**config.mk**
```make
export PLATFORM = sky130hd
export DESIGN_NAME = sorted_priority_queue
export DESIGN_NICKNAME = d
export VERILOG_FILES = /design/src/rtl/core/spq_pkg.sv /design/src/rtl/core/spq_cell.sv /design/src/rtl/core/spq_ctrl.sv /design/src/rtl/core/sorted_priority_queue.sv
export SDC_FILE = /design/constraint.sdc
export NUM_CORES = 2
export LEC_CHECK = 0
export ABC_AREA = 1
export BUFFER_PORTS_ARGS = -buffer_cell sky130_fd_sc_hd__buf_2
export CAP_MARGIN = 15
export CORE_MARGIN = 2
export CORE_UTILIZATION = 40
export DETAILED_ROUTE_END_ITERATION = 7
export PLACE_DENSITY_LB_ADDON = 0.1
export RECOVER_POWER = 100
export SYNTH_ARGS = -nofsm -noshare
export SYNTH_HDL_FRONTEND = slang
export SYNTH_SLANG_ARGS = --single-unit
```
**constraint.sdc**
```tcl
create_clock -name clk -period 7.8 [get_ports clk]
set_clock_uncertainty 0.2 [all_clocks]
set_input_delay 0.39 -clock clk [delete_from_list [all_inputs] [get_ports clk]]
set_output_delay 0.39 -clock clk [all_outputs]
set_load 0.05 [all_outputs]
```
**src/rtl/core/spq_pkg.sv**
```systemverilog
// spq_pkg: shared types, codes and sizes for the sorted priority queue
// used by every file under rtl/core; depends on nothing
package spq_pkg;

    localparam int DEPTH     = 16;
    localparam int PRIO_BITS = 8;
    localparam int CNT_W     = $clog2(DEPTH + 1);

    // request kinds
    localparam logic [1:0] REQ_INSERT    = 2'd0;
    localparam logic [1:0] REQ_POP       = 2'd1;
    localparam logic [1:0] REQ_REMOVE_EQ = 2'd2;
    localparam logic [1:0] REQ_POP_GE    = 2'd3;

    // result status codes
    localparam logic [2:0] ST_INSERTED = 3'd0;
    localparam logic [2:0] ST_REMOVED  = 3'd1;
    localparam logic [2:0] ST_EMPTY    = 3'd2;
    localparam logic [2:0] ST_NOMATCH  = 3'd3;
    localparam logic [2:0] ST_FULL     = 3'd4;

    typedef struct packed {
        logic [1:0]         req_type;
        logic signed [31:0] entry_value;
        logic [7:0]         priority_key;
    } spq_req_t;

    typedef struct packed {
        logic [2:0]         status;
        logic signed [31:0] removed_value;
        logic [7:0]         removed_priority;
        logic [4:0]         entry_count;
    } spq_rsp_t;

    typedef struct packed {
        logic signed [31:0]     val;
        logic [PRIO_BITS-1:0]   pri;
    } entry_t;

    // per-cell compare results against the request key
    typedef struct packed {
        logic gt_key;
        logic lt_key;
        logic eq_key;
    } cell_flags_t;

    typedef enum logic [1:0] {
        ACT_HOLD       = 2'd0,
        ACT_LOAD       = 2'd1,
        ACT_TAKE_LEFT  = 2'd2,
        ACT_TAKE_RIGHT = 2'd3
    } cell_action_t;

endpackage

```
**src/rtl/core/spq_cell.sv**
```systemverilog
// spq_cell: one slot of the sorted chain, holds an entry and compares it to the key
// depends on spq_pkg
module spq_cell
    import spq_pkg::*;
(
    input  logic                 clk,
    input  logic                 occupied,
    input  logic [PRIO_BITS-1:0] key,
    input  entry_t               new_entry,
    input  entry_t               left_entry,
    input  entry_t               right_entry,
    input  cell_action_t         action,
    output entry_t               entry,
    output cell_flags_t          flags
);

    entry_t entry_reg;
    entry_t entry_next;

    always_comb
    begin
        case (action)
            ACT_LOAD:       entry_next = new_entry;
            ACT_TAKE_LEFT:  entry_next = left_entry;
            ACT_TAKE_RIGHT: entry_next = right_entry;
            default:        entry_next = entry_reg;
        endcase
    end

    always_ff @(posedge clk)
    begin
        entry_reg <= entry_next;
    end

    assign entry        = entry_reg;
    assign flags.gt_key = occupied && (entry_reg.pri > key);
    assign flags.lt_key = occupied && (entry_reg.pri < key);
    assign flags.eq_key = occupied && (entry_reg.pri == key);

endmodule

```
**src/rtl/core/spq_ctrl.sv**
```systemverilog
// spq_ctrl: turns the cell compare flags into per-cell shift commands and the result
// depends on spq_pkg
module spq_ctrl
    import spq_pkg::*;
(
    input  logic                           start_ok,
    input  logic [1:0]                     kind,
    input  logic [CNT_W-1:0]               count,
    input  cell_flags_t [DEPTH-1:0]        flags,
    input  entry_t [DEPTH-1:0]             entries,
    output cell_action_t [DEPTH-1:0]       actions,
    output logic [CNT_W-1:0]               count_next,
    output logic [2:0]                     status,
    output entry_t                         removed
);

    logic             is_empty;
    logic             is_full;
    logic             ins_head;
    logic             any_hit;
    logic             do_insert;
    logic             do_remove;
    logic [DEPTH-1:0] ins_after;
    logic [DEPTH-1:0] rm_after;
    logic [DEPTH-1:0] rm_first;
    logic [DEPTH-1:0] eq_vec;

    assign is_empty = (count == '0);
    assign is_full  = (count == CNT_W'(DEPTH));
    // the list stays sorted, so "at or after the slot" is a local test in each cell
    assign ins_head = is_empty || flags[0].lt_key;

    always_comb
    begin
        for (int i = 0; i < DEPTH; i++)
        begin
            eq_vec[i] = flags[i].eq_key;
        end
    end

    assign any_hit = |eq_vec;

    always_comb
    begin
        for (int i = 0; i < DEPTH; i++)
        begin
            if (i == 0)
            begin
                ins_after[i] = ins_head;
            end
            else
            begin
                ins_after[i] = ins_head || !flags[i].gt_key;
            end
            if (kind == REQ_REMOVE_EQ)
            begin
                rm_after[i] = any_hit && !flags[i].gt_key;
            end
            else
            begin
                rm_after[i] = 1'b1;
            end
        end
    end

    always_comb
    begin
        for (int i = 0; i < DEPTH; i++)
        begin
            if (i == 0)
            begin
                rm_first[i] = rm_after[i];
            end
            else
            begin
                rm_first[i] = rm_after[i] && !rm_after[i-1];
            end
        end
    end

    always_comb
    begin
        removed = '0;
        for (int i = 0; i < DEPTH; i++)
        begin
            if (rm_first[i])
            begin
                removed = removed | entries[i];
            end
        end
    end

    always_comb
    begin
        status    = ST_INSERTED;
        do_insert = 1'b0;
        do_remove = 1'b0;
        if (kind == REQ_INSERT)
        begin
            if (is_full)
            begin
                status = ST_FULL;
            end
            else
            begin
                status    = ST_INSERTED;
                do_insert = 1'b1;
            end
        end
        else if (is_empty)
        begin
            status = ST_EMPTY;
        end
        else if (kind == REQ_POP)
        begin
            status    = ST_REMOVED;
            do_remove = 1'b1;
        end
        else if (kind == REQ_REMOVE_EQ)
        begin
            status    = any_hit ? ST_REMOVED : ST_NOMATCH;
            do_remove = any_hit;
        end
        else
        begin
            status    = flags[0].lt_key ? ST_NOMATCH : ST_REMOVED;
            do_remove = !flags[0].lt_key;
        end
    end

    always_comb
    begin
        count_next = count;
        if (start_ok && do_insert)
        begin
            count_next = count + CNT_W'(1);
        end
        else if (start_ok && do_remove)
        begin
            count_next = count - CNT_W'(1);
        end
    end

    always_comb
    begin
        for (int i = 0; i < DEPTH; i++)
        begin
            actions[i] = ACT_HOLD;
            if (start_ok && do_insert && ins_after[i])
            begin
                if (i == 0)
                begin
                    actions[i] = ACT_LOAD;
                end
                else if (ins_after[i-1])
                begin
                    actions[i] = ACT_TAKE_LEFT;
                end
                else
                begin
                    actions[i] = ACT_LOAD;
                end
            end
            else if (start_ok && do_remove && rm_after[i])
            begin
                actions[i] = ACT_TAKE_RIGHT;
            end
        end
    end

endmodule

```
**src/rtl/core/sorted_priority_queue.sv**
```systemverilog
// sorted_priority_queue: top level, a chain of spq_cell slots steered by spq_ctrl
// depends on spq_pkg, spq_cell, spq_ctrl
//
// usage
//   a transaction enters when start is high and busy is low; req carries the request
//   kind, the value to store and the priority key or threshold
//   every transaction gives exactly one result on rsp, shown for one cycle with done
//   high; the result is registered at the accepting edge
//   all slots compare against the key in parallel and shift toward or away from the
//   head in the same edge, so a new transaction may follow in every cycle; busy
//   stays low
//   the entry count after the transaction is reported with every result
//   reset clears the entry count and the result strobe; slot contents are not
//   cleared, only slots below the count are ever read
//   the receiver cannot stall: a result is taken in the cycle it is shown
module sorted_priority_queue
    import spq_pkg::*;
(
    input  logic     clk,
    input  logic     rst_n,
    input  logic     start,
    input  spq_req_t req,
    output logic     busy,
    output logic     done,
    output spq_rsp_t rsp
);

    logic [CNT_W-1:0]         count_reg;
    logic [CNT_W-1:0]         count_next;
    logic                     done_reg;
    spq_rsp_t                 rsp_reg;
    spq_rsp_t                 rsp_next;
    logic                     start_ok;
    logic [PRIO_BITS-1:0]     key;
    entry_t                   new_entry;
    entry_t                   removed;
    logic [2:0]               status;
    entry_t [DEPTH-1:0]       entries;
    cell_flags_t [DEPTH-1:0]  flags;
    cell_action_t [DEPTH-1:0] actions;

    assign busy     = 1'b0;
    assign start_ok = start && !busy;
    assign key      = PRIO_BITS'(req.priority_key);

    assign new_entry.val = req.entry_value;
    assign new_entry.pri = key;

    genvar g;
    generate
        for (g = 0; g < DEPTH; g++)
        begin : g_cell
            entry_t left_entry;
            entry_t right_entry;
            logic   occupied;

            if (g == 0)
            begin : g_head
                assign left_entry = '0;
            end
            else
            begin : g_mid
                assign left_entry = entries[g-1];
            end

            if (g == DEPTH - 1)
            begin : g_tail
                assign right_entry = '0;
            end
            else
            begin : g_body
                assign right_entry = entries[g+1];
            end

            assign occupied = (CNT_W'(g) < count_reg);

            spq_cell u_cell (
                .clk         (clk),
                .occupied    (occupied),
                .key         (key),
                .new_entry   (new_entry),
                .left_entry  (left_entry),
                .right_entry (right_entry),
                .action      (actions[g]),
                .entry       (entries[g]),
                .flags       (flags[g])
            );
        end
    endgenerate

    spq_ctrl u_ctrl (
        .start_ok   (start_ok),
        .kind       (req.req_type),
        .count      (count_reg),
        .flags      (flags),
        .entries    (entries),
        .actions    (actions),
        .count_next (count_next),
        .status     (status),
        .removed    (removed)
    );

    always_comb
    begin
        rsp_next.status           = status;
        rsp_next.removed_value    = (status == ST_REMOVED) ? removed.val : '0;
        rsp_next.removed_priority = (status == ST_REMOVED) ? 8'(removed.pri) : '0;
        rsp_next.entry_count      = 5'(count_next);
    end

    always_ff @(posedge clk or negedge rst_n)
    begin
        if (!rst_n)
        begin
            count_reg <= '0;
            done_reg  <= 1'b0;
        end
        else
        begin
            count_reg <= count_next;
            done_reg  <= start_ok;
        end
    end

    always_ff @(posedge clk)
    begin
        if (start_ok)
        begin
            rsp_reg <= rsp_next;
        end
    end

    assign done = done_reg;
    assign rsp  = rsp_reg;

endmodule

```
==> out/qor.csv <==
metric;value;unit
status;finished, violations left;
failing checks;max-capacitance violations, max-slew violations;
clock share of power;0.262;
CP max-delay cell;nor2_2;
placed insts;6408;
Slew HR;-0.7866;
Power Density;314.2;mW/mm²
initial core utilization;0.4027;
crit path max fanout;50;
minimum clock period;6.922;ns
die width;332.0;µm
syn avg cell area;8.251;µm²
Critical Path AT;7.27;ns
period utilization;0.8875;
DRC;0;
Setup crit start kind;input pin;
Worst setup EP type;register;
Die H;332.0;µm
H-tree depth;3;
total net switching power;6464;µW
Worst Setup EP;g_cell[2].u_cell.entry[6];
mux cell area share after synthesis;0;
Critical path origin;req[5];
critical path's most frequent cell;nand2_1;
Post-Synthesis Cells;5217;
worst path required time;8.15;ns
adder-cell share of the synthesized area;0.03837;
Final Hold Viols;0;
clock slew at reported path FFs;0.06;ns
I/O pins;95;
worst setup path class;in -> reg;
sequential fraction of the synthesis area;0.4834;
gr ovfl total;0;
MaxCap Viol Count;32;
Root Buffer;clkbuf_16;
# fillers;10760;
Worst Max-Slew Pin Slew;2.680;ns
Syn Nets;5394;
final net count;5312;
worst r2r dst;rsp[13];
# rows;120;
largest net degree at the start of global routing;97;
CTS Sinks;694;
compound-gate portion of the synthesized area;0.1155;
Flop pwr share;0.398;
sw frac;0.4346;
Setup Total Neg Slack;0;ns
CORE AREA;0.1069;mm²
GRT Util Overall;0.4051;
async set-reset flop share out of synthesis;0.008646;
Gate power share;0.340;
Port Buffers;93;
Max Root-Sink Buffers;3;
DR pass1 iterations;7;
Final Power;14870;µW
TritonCTS buffer count;85;
synthesized area;0.04305;mm²
layout cells sized above 1;0.06603;
Critical R2R Launch;g_cell[9].u_cell.entry[1];
Die Area;0.1103;mm²
Synth Register Bits;694;
RePlAce Congestion;0.9622;
Synth-to-Final Area Change;9.970;%
reg2reg setup slack;1.64;ns
main combinational cell family by area after synthesis;simple AND/OR/NAND/NOR gates;
CTS-repair resized insts;0;
drt wl/cell;35.05;µm
CTS tree;yes;
ys flop type;edfxtp_1;
Worst Slack Setup Final;0.8778;ns
CTS Hold Bufs;42;
antenna viol nets, final;0;
Cell Chain, Critical Path;dlygate4sd3_1 > clkbuf_1 > inv_1 > ha_1 > nand2_1 > nor2_1 > nand3_1 > nand2_1 > inv_1 > nand2_1 > nor2_1 > nand3_4 > clkbuf_2 > a21oi_1 > nor2_4 > nor2_2 > buf_12 > nand2_1 > nand3_1;
initial antenna violation count;9;
Vias/cell;6.701;
R2R cell count;14;
internal power of the cells;8408;µW
vias in the first global route;40270;
Simple-Gate Fraction of Synth Area;0.2849;
Netlist cell types;39;
Synth Area in XOR/XNOR;0.001017;
Max Fclk;144.5;MHz
Non-Filler Instances;6602;
clk_lat worst skew;0.71;ns
Place WS;1.740;ns
RSZ-0062 raised after global routing;false;
via count;44240;
final wirelength;231400;µm
peak supply drop;0.0002089;V
first-pass GRT wire length;316400;µm
Slew Viols, Final;956;
Worst path max stage delay;1.54;ns
Synth warnings;0;
dpl hpwl;128600;µm
hold crit path type;in -> reg;
Finish-stage setup viols;0;
Pleak;0.01979;µW
Post-CTS Setup Bufs;0;
Largest register FFs;640;
Post-synth EDFFs;688;
DR iter-0 viols;7648;
-- synth_stat cells (all sizes together), types with 132 or more instances --
master / number / area, µm²
nor2: 586 / 2243
a21oi: 260 / 1301
buf: 223 / 1385
clkbuf: 196 / 735.7
edfxtp: 688 / 20660
nand3: 255 / 1296
nand2: 1434 / 5385
ha: 132 / 1652
nand4: 529 / 3309
a22oi: 280 / 2102
inv: 311 / 1170
o21ai: 282 / 1419
-- critical path: cells and delay by family --
kind / cells / cell delay, ns
buffers and inverters: 6 / 2.90
and+or+nand+nor: 11 / 2.54
AOI/OAI and AO/OA: 1 / 0.81
adders and majority gates: 1 / 0.49
-- routing by layer --
metal / GRT usage / share of wire
met1: 0.5447 / 0.37
met2: 0.5673 / 0.40
met3: 0.1332 / 0.16
met4: 0.2331 / 0.072
met5: 0.006947 / 0.00076
-- placed cells by master, fill, tap and decap left out, types with 6 or more instances in the layout --
cell,count
o21ai_0,269
inv_1,299
clkbuf_16,87
clkbuf_1,73
inv_2,13
o21a_1,6
a21oi_1,258
o21ai_4,7
nor2_4,24
buf_4,82
clkinv_1,19
nand4_1,529
a22oi_1,280
nand3_1,245
clkbuf_2,22
nor2_1,558
nand2_1,1420
nand2_2,13
clkinv_2,12
buf_2,42
dlygate4sd3_1,42
edfxtp_1,688
dfrtp_1,6
ha_1,132
-- final cells by class --
type	count	area [µm²]	area share
clock inverter	42	306.5	0.006476
sequential	694	20810	0.4396
tap	1403	1755	0.03708
multi-input combinational	3790	19320	0.4082
timing repair buffer	250	1694	0.03579
antenna	4	10.01	0.0002115
clock buffer	105	2255	0.04763
inverter	314	1181	0.02495
-- cells by family (layout without fill, tap and decap cells) --
family                   count (synthesis)  count (layout)
other                                    1               5
adder cells (fa/ha/maj)                132             132
XOR/XNOR                                 5               5
buffers and inverters                  733             711
flip-flops                             694             694
AO/OA/AOI/OAI                          843             843
AND/OR/NAND/NOR                       2809            2809
-- worst min-delay path by stage --
| stage | startpoint | endpoint | slack, ns | cells past startpoint |
|---|---|---|---|---|
| final | req[11] | g_cell[15].u_cell.entry[11] | 0.03 | 3 |
| after global placement | rst_n | count_reg[2] | 0.03 | 1 |
| after global routing | req[11] | g_cell[3].u_cell.entry[11] | 0.05 | 3 |
| after CTS | req[11] | g_cell[13].u_cell.entry[11] | 0.0002 | 3 |
| after detailed placement | rst_n | count_reg[2] | 0.03 | 1 |
| after floorplan | rst_n | count_reg[0] | -0.11 | 0 |
-- per-stage QoR --
stage | hold WS [ns] | utilization | cell area (µm²)
2_1_floorplan | -0.1056 | - | 43050
3_3_place_gp | 0.02757 | 0.4176 | 44650
3_5_place_dp | 0.02640 | 0.4179 | 44670
4_1_cts | 0.0001655 | 0.4458 | 47660
5_1_grt | 0.04660 | 0.4427 | 47330
6_report | 0.02954 | 0.4428 | 47340
-- power by group through the flow --
stage / combinational, µW / clock, µW / sequential, µW
after floorplan: 2540 / 0 / 5840
after global routing: 5170 / 4030 / 5960
after detailed placement: 4810 / 0 / 5920
after CTS: 4840 / 3900 / 5850
final: 5060 / 3900 / 5910
after global placement: 4750 / 0 / 5930
Power figures use the tool's default switching activity.
